$ cat src/rtl/core/mpit_pkg.sv
// ----------------------------------------------------------------------------
// mpit_pkg: shared types and constants
// kinds, register indexes and sizes of the performance intent tracker
// ----------------------------------------------------------------------------
package mpit_pkg;

  localparam int OnsetDepth  = 64;
  localparam int OnsetAw     = $clog2(OnsetDepth);
  localparam int ClassWindow = 8;
  localparam int ClassAw     = $clog2(ClassWindow);

  typedef enum logic [2:0] {
    KIND_GTR_ON  = 3'd0,
    KIND_GTR_OFF = 3'd1,
    KIND_CC2     = 3'd2,
    KIND_VOX_ON  = 3'd3,
    KIND_VOX_OFF = 3'd4,
    KIND_QUERY   = 3'd5
  } kind_e;

  typedef enum logic [2:0] {
    REG_WINDOW  = 3'd0,
    REG_SILENCE = 3'd1,
    REG_FLOOR   = 3'd2,
    REG_RATE    = 3'd3,
    REG_CENTER  = 3'd4,
    REG_PEAK    = 3'd5,
    REG_RATIO   = 3'd6,
    REG_MASK    = 3'd7
  } reg_e;

  // controller to datapath
  typedef struct packed {
    logic load;      // capture input item
    logic event_upd; // apply non-query event
    logic ring_push; // append onset time and class
    logic trim_step; // drop oldest onset
    logic scan_init; // start query scan
    logic scan_step; // examine one onset and one class
    logic mul_step;  // register products
    logic finish;    // compute flags into output register
  } ctrl_t;

  // datapath to controller
  typedef struct packed {
    logic is_query;
    logic is_new_onset;
    logic trim_more;
    logic scan_done;
  } stat_t;

endpackage

$ cat src/rtl/core/mpit_ctrl.sv
// ----------------------------------------------------------------------------
// mpit_ctrl: sequencer
// steps one item through load, then update and trim, or scan, products and result
// ----------------------------------------------------------------------------
module mpit_ctrl import mpit_pkg::*; (
  input  logic  clk_i,
  input  logic  rst_ni,
  input  logic  in_fire_i,
  input  logic  out_free_i,
  input  stat_t stat_i,
  output logic  busy_o,
  output ctrl_t ctrl_o
);

  typedef enum logic [2:0] {
    ST_IDLE, ST_DECODE, ST_TRIM, ST_SCAN, ST_MUL, ST_WAIT
  } state_e;

  state_e state_q, state_d;

  always_comb begin
    state_d = state_q;
    ctrl_o  = '0;
    case (state_q)
      ST_IDLE: begin
        if (in_fire_i) begin
          ctrl_o.load = 1'b1;
          state_d     = ST_DECODE;
        end
      end
      ST_DECODE: begin
        if (stat_i.is_query) begin
          ctrl_o.scan_init = 1'b1;
          state_d          = ST_SCAN;
        end else begin
          ctrl_o.event_upd = 1'b1;
          if (stat_i.is_new_onset) begin
            ctrl_o.ring_push = 1'b1;
            state_d          = ST_TRIM;
          end else begin
            state_d = ST_IDLE;
          end
        end
      end
      ST_TRIM: begin
        if (stat_i.trim_more) ctrl_o.trim_step = 1'b1;
        else state_d = ST_IDLE;
      end
      ST_SCAN: begin
        if (stat_i.scan_done) state_d = ST_MUL;
        else ctrl_o.scan_step = 1'b1;
      end
      ST_MUL: begin
        ctrl_o.mul_step = 1'b1;
        state_d         = ST_WAIT;
      end
      ST_WAIT: begin
        if (out_free_i) begin
          ctrl_o.finish = 1'b1;
          state_d       = ST_IDLE;
        end
      end
      default: state_d = ST_IDLE;
    endcase
  end

  always_ff @(posedge clk_i or negedge rst_ni) begin
    if (!rst_ni) state_q <= ST_IDLE;
    else state_q <= state_d;
  end

  assign busy_o = (state_q != ST_IDLE);

endmodule

$ cat src/rtl/core/mpit_dp.sv
// ----------------------------------------------------------------------------
// mpit_dp: datapath
// tracker state, onset ring memory, class ring, query scan and flags
// ----------------------------------------------------------------------------
module mpit_dp import mpit_pkg::*; (
  input  logic        clk_i,
  input  logic        rst_ni,
  input  ctrl_t       ctrl_i,
  output stat_t       stat_o,
  input  logic [2:0]  kind_i,
  input  logic [6:0]  note_i,
  input  logic [6:0]  value_i,
  input  logic [31:0] ts_i,
  input  logic        cfg_we_i,
  input  logic [2:0]  cfg_idx_i,
  input  logic [15:0] cfg_data_i,
  input  logic        out_pop_i,
  output logic        out_valid_o,
  output logic [6:0]  o_vel_o,
  output logic [6:0]  o_breath_o,
  output logic [6:0]  o_center_o,
  output logic [31:0] o_eg_o,
  output logic [31:0] o_ea_o,
  output logic [7:0]  o_voice_o,
  output logic [31:0] o_ev_o,
  output logic [6:0]  o_count_o,
  output logic [3:0]  o_outc_o,
  output logic [3:0]  o_pcc_o,
  output logic [6:0]  o_flags_o
);

  // configuration
  logic [15:0] win_q, sil_q, rate_q;
  logic [6:0]  floor_q, hic_q, peak_q;
  logic [8:0]  ratio_q;
  logic [11:0] mask_q;

  always_ff @(posedge clk_i or negedge rst_ni) begin
    if (!rst_ni) begin
      win_q <= 16'd1000; sil_q <= 16'd1000; floor_q <= 7'd20; rate_q <= 16'd1536;
      hic_q <= 7'd72; peak_q <= 7'd100; ratio_q <= 9'd128; mask_q <= '0;
    end else if (cfg_we_i) begin
      case (reg_e'(cfg_idx_i))
        REG_WINDOW:  win_q   <= cfg_data_i;
        REG_SILENCE: sil_q   <= cfg_data_i;
        REG_FLOOR:   floor_q <= cfg_data_i[6:0];
        REG_RATE:    rate_q  <= cfg_data_i;
        REG_CENTER:  hic_q   <= cfg_data_i[6:0];
        REG_PEAK:    peak_q  <= cfg_data_i[6:0];
        REG_RATIO:   ratio_q <= cfg_data_i[8:0];
        REG_MASK:    mask_q  <= cfg_data_i[11:0];
        default: ;
      endcase
    end
  end

  logic [15:0] w_eff, s_eff;
  assign w_eff = (win_q == '0) ? 16'd1 : win_q;
  assign s_eff = (sil_q == '0) ? 16'd1 : sil_q;

  // captured item
  kind_e       kind_q;
  logic [6:0]  note_q, value_q;
  logic [31:0] ts_q;
  always_ff @(posedge clk_i) begin
    if (ctrl_i.load) begin
      kind_q <= kind_e'(kind_i); note_q <= note_i; value_q <= value_i; ts_q <= ts_i;
    end
  end

  // tracker state
  logic [127:0] held_q;
  logic [6:0]   vel_q, breath_q, center_q;
  logic [7:0]   voice_q;
  logic         gv_q, av_q, vv_q;
  logic [31:0]  gt_q, at_q, vt_q;
  logic [OnsetAw-1:0] ohead_q;
  logic [OnsetAw:0]   ofill_q;
  logic [ClassAw-1:0] chead_q;
  logic [ClassAw:0]   cfill_q;
  logic [3:0]   cring_q [ClassWindow];
  logic [31:0]  oring_q [OnsetDepth];

  logic [9:0] cen_num;
  logic [6:0] cen_new;
  logic [3:0] pc_new;
  logic [14:0] pc_mul;
  logic [3:0]  pc_quo;
  assign cen_num = {1'b0, center_q, 2'b00} + {3'b000, note_q} + 10'd2;
  assign cen_new = 7'((20'(cen_num) * 20'd205) >> 10); // exact for < 1024 range used
  // note / 12 by reciprocal multiply, exact for notes 0..127
  assign pc_mul  = {8'd0, note_q} * 15'd171;
  assign pc_quo  = pc_mul[14:11];
  assign pc_new  = 4'(note_q - {pc_quo, 3'b000} - {1'b0, pc_quo, 2'b00});

  logic new_onset;
  assign new_onset = (kind_q == KIND_GTR_ON) && !held_q[note_q];

  // trim check uses registered read of the head entry
  logic [31:0] head_rd_q;
  logic [OnsetAw-1:0] rd_addr;
  logic [OnsetAw-1:0] scan_addr;
  logic [OnsetAw:0]   scan_k_q;
  logic               trim_chk_q;

  logic [OnsetAw-1:0] push_head, push_addr;
  logic [OnsetAw:0]   push_fill;
  assign push_head = (ofill_q == (OnsetAw+1)'(OnsetDepth)) ? ohead_q + 1'b1 : ohead_q;
  assign push_fill = (ofill_q == (OnsetAw+1)'(OnsetDepth)) ? ofill_q : ofill_q + 1'b1;
  assign push_addr = push_head + OnsetAw'(push_fill - 1'b1);
  assign scan_addr = ohead_q + OnsetAw'(scan_k_q - 1'b1);

  always_comb begin
    rd_addr = ohead_q;
    if (ctrl_i.scan_step) rd_addr = scan_addr;
    else if (ctrl_i.trim_step) rd_addr = ohead_q + 1'b1;
    else if (ctrl_i.ring_push) rd_addr = push_head;
  end

  always_ff @(posedge clk_i) begin
    if (ctrl_i.ring_push) oring_q[push_addr] <= ts_q;
    head_rd_q <= (ctrl_i.ring_push && push_addr == rd_addr) ? ts_q : oring_q[rd_addr];
  end

  logic head_old;
  assign head_old = ({1'b0, head_rd_q} + 33'(w_eff)) < {1'b0, ts_q};
  assign stat_o.trim_more   = trim_chk_q && (ofill_q != '0) && head_old;
  assign stat_o.is_query    = (kind_q == KIND_QUERY);
  assign stat_o.is_new_onset = new_onset;

  always_ff @(posedge clk_i or negedge rst_ni) begin
    if (!rst_ni) begin
      held_q <= '0; vel_q <= '0; breath_q <= '0; center_q <= 7'd60; voice_q <= 8'hFF;
      gv_q <= 1'b0; av_q <= 1'b0; vv_q <= 1'b0;
      gt_q <= '0; at_q <= '0; vt_q <= '0;
      ohead_q <= '0; ofill_q <= '0; chead_q <= '0; cfill_q <= '0;
      trim_chk_q <= 1'b0;
    end else begin
      trim_chk_q <= ctrl_i.ring_push || ctrl_i.trim_step;
      if (ctrl_i.trim_step) begin
        ohead_q <= ohead_q + 1'b1;
        ofill_q <= ofill_q - 1'b1;
      end
      if (ctrl_i.event_upd) begin
        case (kind_q)
          KIND_GTR_ON: begin
            vel_q <= value_q;
            if (new_onset) begin
              held_q[note_q] <= 1'b1;
              gv_q <= 1'b1; gt_q <= ts_q; av_q <= 1'b1; at_q <= ts_q;
              center_q <= cen_new;
            end
          end
          KIND_GTR_OFF: held_q[note_q] <= 1'b0;
          KIND_CC2: begin
            breath_q <= value_q;
            if (value_q >= floor_q) begin
              av_q <= 1'b1; at_q <= ts_q;
            end
          end
          KIND_VOX_ON: begin
            voice_q <= {1'b0, note_q}; vv_q <= 1'b1; vt_q <= ts_q;
            av_q <= 1'b1; at_q <= ts_q;
          end
          default: ;
        endcase
      end
      if (ctrl_i.ring_push) begin
        ohead_q <= push_head;
        ofill_q <= push_fill;
        if (cfill_q == (ClassAw+1)'(ClassWindow)) chead_q <= chead_q + 1'b1;
        else cfill_q <= cfill_q + 1'b1;
      end
    end
  end

  logic [ClassAw-1:0] cpush_addr;
  assign cpush_addr = (cfill_q == (ClassAw+1)'(ClassWindow)) ? chead_q :
                      chead_q + ClassAw'(cfill_q);
  always_ff @(posedge clk_i) begin
    if (ctrl_i.ring_push) cring_q[cpush_addr] <= pc_new;
  end

  // query scan: one onset entry and one class entry per step
  logic [6:0]  count_q;
  logic [3:0]  outc_q;
  logic [ClassAw:0] ck_q;
  logic        stop_q, rd_ok_q;
  logic        odone, cdone;
  assign odone = stop_q || (scan_k_q == '0 && !rd_ok_q);
  assign cdone = (ck_q == cfill_q);
  assign stat_o.scan_done = odone && cdone && !rd_ok_q;

  logic [3:0] pc_rd;
  assign pc_rd = cring_q[chead_q + ClassAw'(ck_q)];

  always_ff @(posedge clk_i or negedge rst_ni) begin
    if (!rst_ni) begin
      count_q <= '0; outc_q <= '0; ck_q <= '0; scan_k_q <= '0;
      stop_q <= 1'b0; rd_ok_q <= 1'b0;
    end else if (ctrl_i.scan_init) begin
      count_q <= '0; outc_q <= '0; ck_q <= '0; scan_k_q <= ofill_q;
      stop_q <= 1'b0; rd_ok_q <= 1'b0;
    end else if (ctrl_i.scan_step) begin
      // evaluate the entry read last cycle
      if (rd_ok_q && !stop_q) begin
        if (({1'b0, head_rd_q} + 33'(w_eff)) < {1'b0, ts_q}) stop_q <= 1'b1;
        else count_q <= count_q + 1'b1;
      end
      if (!stop_q && scan_k_q != '0 &&
          !(rd_ok_q && ({1'b0, head_rd_q} + 33'(w_eff)) < {1'b0, ts_q})) begin
        scan_k_q <= scan_k_q - 1'b1;
        rd_ok_q  <= 1'b1;
      end else begin
        rd_ok_q <= 1'b0;
      end
      if (!cdone) begin
        ck_q <= ck_q + 1'b1;
        if (!mask_q[pc_rd]) outc_q <= outc_q + 1'b1;
      end
    end
  end

  // products, registered before compare
  logic [31:0] rw_q;        // rate * window
  logic [24:0] c256k_q;     // count * 256000
  logic [31:0] c25m_q;      // count * 25600000
  logic [12:0] o256_q;
  logic [12:0] rfill_q;
  logic [32:0] eg_q, ea_q, ev_q;

  function automatic logic [32:0] elap(input logic v, input logic [31:0] t,
                                       input logic [31:0] now);
    if (!v) elap = {1'b1, 32'hFFFF_FFFF};
    else if (now >= t) elap = {1'b0, now - t};
    else elap = '0;
  endfunction

  always_ff @(posedge clk_i) begin
    if (ctrl_i.mul_step) begin
      rw_q    <= 32'(rate_q) * 32'(w_eff);
      c256k_q <= 25'(count_q) * 25'd256000;
      c25m_q  <= 32'(count_q) * 32'd25600000;
      o256_q  <= {1'b0, outc_q, 8'd0};
      rfill_q <= 13'(ratio_q) * 13'(cfill_q);
      eg_q <= elap(gv_q, gt_q, ts_q);
      ea_q <= elap(av_q, at_q, ts_q);
      ev_q <= elap(vv_q, vt_q, ts_q);
    end
  end

  logic [37:0] rw45;
  assign rw45 = 38'(rw_q) * 38'd45; // constant multiply, shifts and adds
  logic sil, dens, regh, pk, outs, sons, act;
  logic [6:0] floor2;
  assign floor2 = (peak_q >= 7'd18) ? peak_q - 7'd18 : 7'd0;
  assign sil  = ea_q >= 33'(s_eff);
  assign dens = !sil && (32'(c256k_q) >= rw_q);
  assign regh = !sil && (center_q >= hic_q);
  assign pk   = !sil && (breath_q >= peak_q);
  assign outs = !sil && (mask_q != '0) && (cfill_q != '0) && (o256_q >= rfill_q);
  assign sons = sil && (ea_q <= 33'(s_eff) + 33'd260);
  assign act  = (38'(c25m_q) >= rw45) || (eg_q <= 33'd900) || (breath_q >= floor2);

  always_ff @(posedge clk_i or negedge rst_ni) begin
    if (!rst_ni) out_valid_o <= 1'b0;
    else if (ctrl_i.finish) out_valid_o <= 1'b1;
    else if (out_pop_i) out_valid_o <= 1'b0;
  end

  always_ff @(posedge clk_i) begin
    if (ctrl_i.finish) begin
      o_vel_o    <= vel_q;
      o_breath_o <= breath_q;
      o_center_o <= center_q;
      o_eg_o     <= eg_q[32] ? 32'hFFFF_FFFF : eg_q[31:0];
      o_ea_o     <= ea_q[32] ? 32'hFFFF_FFFF : ea_q[31:0];
      o_ev_o     <= ev_q[32] ? 32'hFFFF_FFFF : ev_q[31:0];
      o_voice_o  <= voice_q;
      o_count_o  <= count_q;
      o_outc_o   <= (mask_q != '0) ? outc_q : 4'd0;
      o_pcc_o    <= 4'(cfill_q);
      o_flags_o  <= {sons && act, sons, outs, pk, regh, dens, sil};
    end
  end

endmodule

$ cat src/rtl/core/midi_performance_intent_tracker.sv
// ----------------------------------------------------------------------------
// midi_performance_intent_tracker: performance intent tracker top level
// stream of midi events and query ticks in, one intent summary per query out
// ----------------------------------------------------------------------------
// One item is handled at a time. A note, cc2 or voice event passes through
// load and decode; a new guitar onset adds a window check plus one trim step
// per onset dropped from the window. A query walks the onset ring newest
// first, one memory read per cycle, with the 8-entry pitch class ring counted
// alongside, then registers the threshold products. The output register
// holds one result; the next item is taken while it waits, but a second
// query waits for the first to be taken.
module midi_performance_intent_tracker import mpit_pkg::*; (
  input  logic        clk_i,
  input  logic        rst_ni,
  input  logic        s_tvalid_i,
  output logic        s_tready_o,
  // note[6:0], value[13:7], timestamp_ms[45:14], zero fill to 48
  input  logic [47:0] s_tdata_i,
  // kind[2:0]
  input  logic [2:0]  s_tuser_i,
  output logic        m_tvalid_o,
  input  logic        m_tready_i,
  // last_guitar_velocity[6:0], last_breath[13:7], register_center[20:14],
  // ms_since_guitar_onset[52:21], ms_since_activity[84:53],
  // last_voice_note[92:85], ms_since_voice_onset[124:93],
  // notes_in_window[131:125], outside_count[135:132],
  // pitch_class_count[139:136], flags[146:140], zero fill to 152
  output logic [151:0] m_tdata_o,
  input  logic        cfg_we_i,
  input  logic [2:0]  cfg_idx_i,
  input  logic [15:0] cfg_data_i
);

  ctrl_t ctrl;
  stat_t stat;
  logic  busy, in_fire, out_pop, out_valid;

  assign s_tready_o = !busy;
  assign in_fire    = s_tvalid_i && s_tready_o;
  assign out_pop    = out_valid && m_tready_i;
  assign m_tvalid_o = out_valid;

  mpit_ctrl u_ctrl (
    .clk_i, .rst_ni,
    .in_fire_i  (in_fire),
    .out_free_i (!out_valid || m_tready_i),
    .stat_i     (stat),
    .busy_o     (busy),
    .ctrl_o     (ctrl)
  );

  logic [6:0] vel, br, cen, cnt, flg;
  logic [31:0] eg, ea, ev;
  logic [7:0] vox;
  logic [3:0] outc, pcc;

  mpit_dp u_dp (
    .clk_i, .rst_ni,
    .ctrl_i     (ctrl),
    .stat_o     (stat),
    .kind_i     (s_tuser_i),
    .note_i     (s_tdata_i[6:0]),
    .value_i    (s_tdata_i[13:7]),
    .ts_i       (s_tdata_i[45:14]),
    .cfg_we_i, .cfg_idx_i, .cfg_data_i,
    .out_pop_i  (out_pop),
    .out_valid_o(out_valid),
    .o_vel_o(vel), .o_breath_o(br), .o_center_o(cen),
    .o_eg_o(eg), .o_ea_o(ea), .o_voice_o(vox), .o_ev_o(ev),
    .o_count_o(cnt), .o_outc_o(outc), .o_pcc_o(pcc), .o_flags_o(flg)
  );

  assign m_tdata_o = {5'd0, flg, pcc, outc, cnt, ev, vox, ea, eg, cen, br, vel};

endmodule

$ cat config.mk
export PLATFORM = sky130hd
export DESIGN_NAME = midi_performance_intent_tracker
export DESIGN_NICKNAME = d
export VERILOG_FILES = /design/src/rtl/core/mpit_pkg.sv /design/src/rtl/core/mpit_ctrl.sv /design/src/rtl/core/mpit_dp.sv /design/src/rtl/core/midi_performance_intent_tracker.sv
export SDC_FILE = /design/constraint.sdc
export NUM_CORES = 2
export LEC_CHECK = 0
export ABC_AREA = 1
export BUFFER_PORTS_ARGS = -buffer_cell sky130_fd_sc_hd__clkbuf_2
export CORE_MARGIN = 2
export CORE_UTILIZATION = 40
export DETAILED_ROUTE_END_ITERATION = 7
export HOLD_SLACK_MARGIN = 0.1
export SETUP_SLACK_MARGIN = 0.3
export SYNTH_ARGS = -nofsm -noshare
export SYNTH_HDL_FRONTEND = slang
export SYNTH_SLANG_ARGS = --single-unit
export TNS_END_PERCENT = 5
$ cat constraint.sdc
create_clock -name clk_i -period 14 [get_ports clk_i]
set_input_delay 1.4 -clock clk_i [delete_from_list [all_inputs] [get_ports clk_i]]
set_output_delay 1.4 -clock clk_i [all_outputs]
set_load 0.01 [all_outputs]
==> flow_summary.json <==
{
  "status": "completed",
  "seq_area_sq_um": 83800,
  "tightest_slew_ns": 1.24,
  "crit_type": "reg -> reg",
  "synth_edf_count": 2454,
  "yosys_warnings": 0,
  "wl_um": 409000,
  "cpPeakStageDelay_ns": 0.76,
  "max_slew_margin_pct": 17.0,
  "fin_nets": 14600,
  "finish.utilization_pct": 44.6,
  "multi_input_area_sq_um": 51500,
  "hp-start": "u_dp.vel_q[6]",
  "overflow": 0,
  "fillers": 33200,
  "synth_area_sq_um": 142000,
  "peakVddDrop_mv": 0.707,
  "firstDrtPassIters": 6,
  "avgSynthCellArea_sq_um": 10.5,
  "syn-instance-count": 13500,
  "cts.htree.levels": 5,
  "dieHeight_um": 601,
  "worstPathMaxFanout": 80,
  "final_cell_mix": "2681 x nand2_1, 2454 x edfxtp_1, 1270 x nand3_1, 1208 x inv_1, 1147 x o21ai_0",
  "postPlaceCellArea_sq_um": 149000,
  "core_sq_um": 355000,
  "synth_area_leaders": "edfxtp_1 52%, nand2_1 7.1%, dfrtp_1 6.3%",
  "ys_ff_latch": 2855,
  "vias_per_cell": 5.36,
  "crit_required_ns": 14.80,
  "arrival_ns": 9.59,
  "clockBufferDepth": 4,
  "setup_tns_ns": 0,
  "synth.distinct_cells": 64,
  "drt_iter0_markers": 9411,
  "grt_pass1_wl_um": 607000,
  "end_kind": "flip-flop",
  "ios": 229,
  "antenna_found_initial": 10,
  "rsz0062_at_grt": "false",
  "setup_viol_count_final": 0,
  "worst_path_most_repeated_cell": "nand2_1",
  "min_path_cells": 0,
  "yosys.area.top_type": "edfxtp_1",
  "wire_per_inst_um": 22.1,
  "num_rows": 219,
  "grt_max_degree": 155,
  "ys.flop_type": "edfxtp_1",
  "cp_slowest_cell": "buf_4",
  "cts_tree": "done",
  "p_total_w": 0.0363,
  "grt_use_total_pct": 22.1,
  "synth_seq_area_share_pct": 58.8,
  "maxCapViolCount": 0,
  "hold_class": "reg -> reg",
  "fmax_mhz": 114,
  "synth-async-reset-ratio_pct": 13.8,
  "die_x_um": 601,
  "cts_sinks": 2855,
  "vias": 99400,
  "synth_top_area_share_pct": 51.7,
  "r2r_cells": 40,
  "final_area_sq_um": 158000,
  "fin_crit_sh_pct": 62.8,
  "grt_pass1_vias": 94600,
  "hpwl_um": 249000,
  "finClkSkew_ns": 0.0770,
  "ant_nets": 0,
  "start_util_pct": 40.1,
  "port_buffers": 221,
  "post-cts-setup-buffer-count": 0,
  "die-area_sq_um": 361000,
  "period_needed_ns": 8.79,
  "path_clk_slew_ns": 0.06,
  "area_growth_pct": 11.1,
  "power.density_nw_per_um2": 229,
  "drc": 0,
  "numCtsBuffers": 303,
  "slew_violations": 0,
  "drive_above_1_share_pct": 8.00,
  "finalHoldViolations": 0,
  "ctsResizeCount": 0,
  "insertion_delay_ns": 0.96,
  "ctsHoldBuffers": 0,
  "root_buffer": "clkbuf_16",
  "start_kind": "flip-flop",
  "place.gp.congestion": 0.899,
  "final_common_cell": "nand2_1",
  "p_leak_nw": 63.3
}
## cells by family after synthesis
logic type                 synth area share (%)
and+or+nand+nor                            16.4
DFF                                        58.8
AOI/OAI and AO/OA                          7.69
buffers and inverters                      5.49
adders and majority gates                  10.1
xor gates and xnor gates                   1.46
muxes                                    0.0755
other                                   0.00263
## metrics by stage
step           worst slack [ns]  hold WS [ns]  std cells
5_1_grt                    4.67         0.464      18600
3_3_place_gp               5.44         0.432      18000
6_report                   5.21         0.452      18600
4_1_cts                    5.41         0.453      18600
2_1_floorplan              5.26         0.425      13500
3_5_place_dp               5.43         0.438      18000
## layer usage
layer | track usage [%] | share of wire (%) | routed length, um | up-vias
li1 | - | - | - | 46600
met1 | 29.4 | 42 | 171000 | 48700
met2 | 36.7 | 47 | 194000 | 3525
met3 | 2.85 | 6.7 | 27500 | 649
met4 | 8.74 | 4.1 | 16900 | 4
met5 | 0 | 0.0066 | 27 | -
## synth_stat cells (all sizes together) (2+ instances only)
cell type	number
and2	5
a21oi	313
a211oi	8
edfxtp	2454
o21ai	1158
a31oi	16
o22ai	327
o211ai	60
a21boi	9
a2111oi	2
o31ai	7
nor4	30
nor3	56
or2	99
mux2	6
a211o	2
xnor2	75
dfrtp	361
fa	326
a41oi	2
clkbuf	405
xor2	162
nand2	2689
ha	631
nand3	1273
o2111ai	7
dfxtp	6
buf	312
inv	1215
a221oi	3
o21a	24
o32ai	9
o221ai	7
a31o	2
nor3b	4
o21bai	17
mux2i	4
dfstp	34
nand4	185
a21o	25
nand3b	7
nor2	1178
## worst max-delay path: cells and delay by family (launching register included)
family / cells / cell delay, ns
DFF: 1 / 0.74
buffers and inverters: 7 / 2.42
AOI/OAI and AO/OA: 9 / 2.20
xor gates and xnor gates: 1 / 0.17
adders and majority gates: 2 / 0.53
and+or+nand+nor: 21 / 2.45
## layout make-up
class | instances | area share [%]
multi-input cells | 8739 | 32.5
clock inverters | 156 | 0.895
clock buffers | 392 | 5.14
repair buffers | 442 | 1.86
well taps | 4751 | 3.75
inverters | 1216 | 2.91
flip-flops and latches | 2855 | 52.9
diodes | 6 | 0.00948
## worst paths after layout
kind,endpoint,slack [ns]
max in group asynchronous,u_dp.count_q[5],12.10
worst max register to register,u_dp.ofill_q[1],5.21
worst min register to register,u_dp.o_vel_o[6],0.45
worst max-delay path,u_dp.ofill_q[1],5.21
worst min-delay path,u_dp.o_vel_o[6],0.45
min in group asynchronous,async pin,0.52
## state kept, by name, summed over array words and instances, names as in the netlist, 32 cells and up, named ones only
| name | flops |
|---|---|
| u_dp.eg_q | 33 |
| u_dp.ev_q | 33 |
| u_dp.ts_q | 32 |
| u_dp.vt_q | 32 |
| u_dp.cring_q | 32 |
| u_dp.o_ev_o | 32 |
| u_dp.at_q | 32 |
| u_dp.oring_q | 2048 |
| u_dp.o_ea_o | 32 |
| u_dp.ea_q | 33 |
| u_dp.gt_q | 32 |
| u_dp.o_eg_o | 32 |
| u_dp.rw_q | 32 |
## where the power goes
part | internal [W] | switching (W)
registers | 0.0106 | 0.000535
clock network | 0.00443 | 0.00341
logic | 0.00574 | 0.0116
Note: power is estimated with default switching activity, not from simulation.
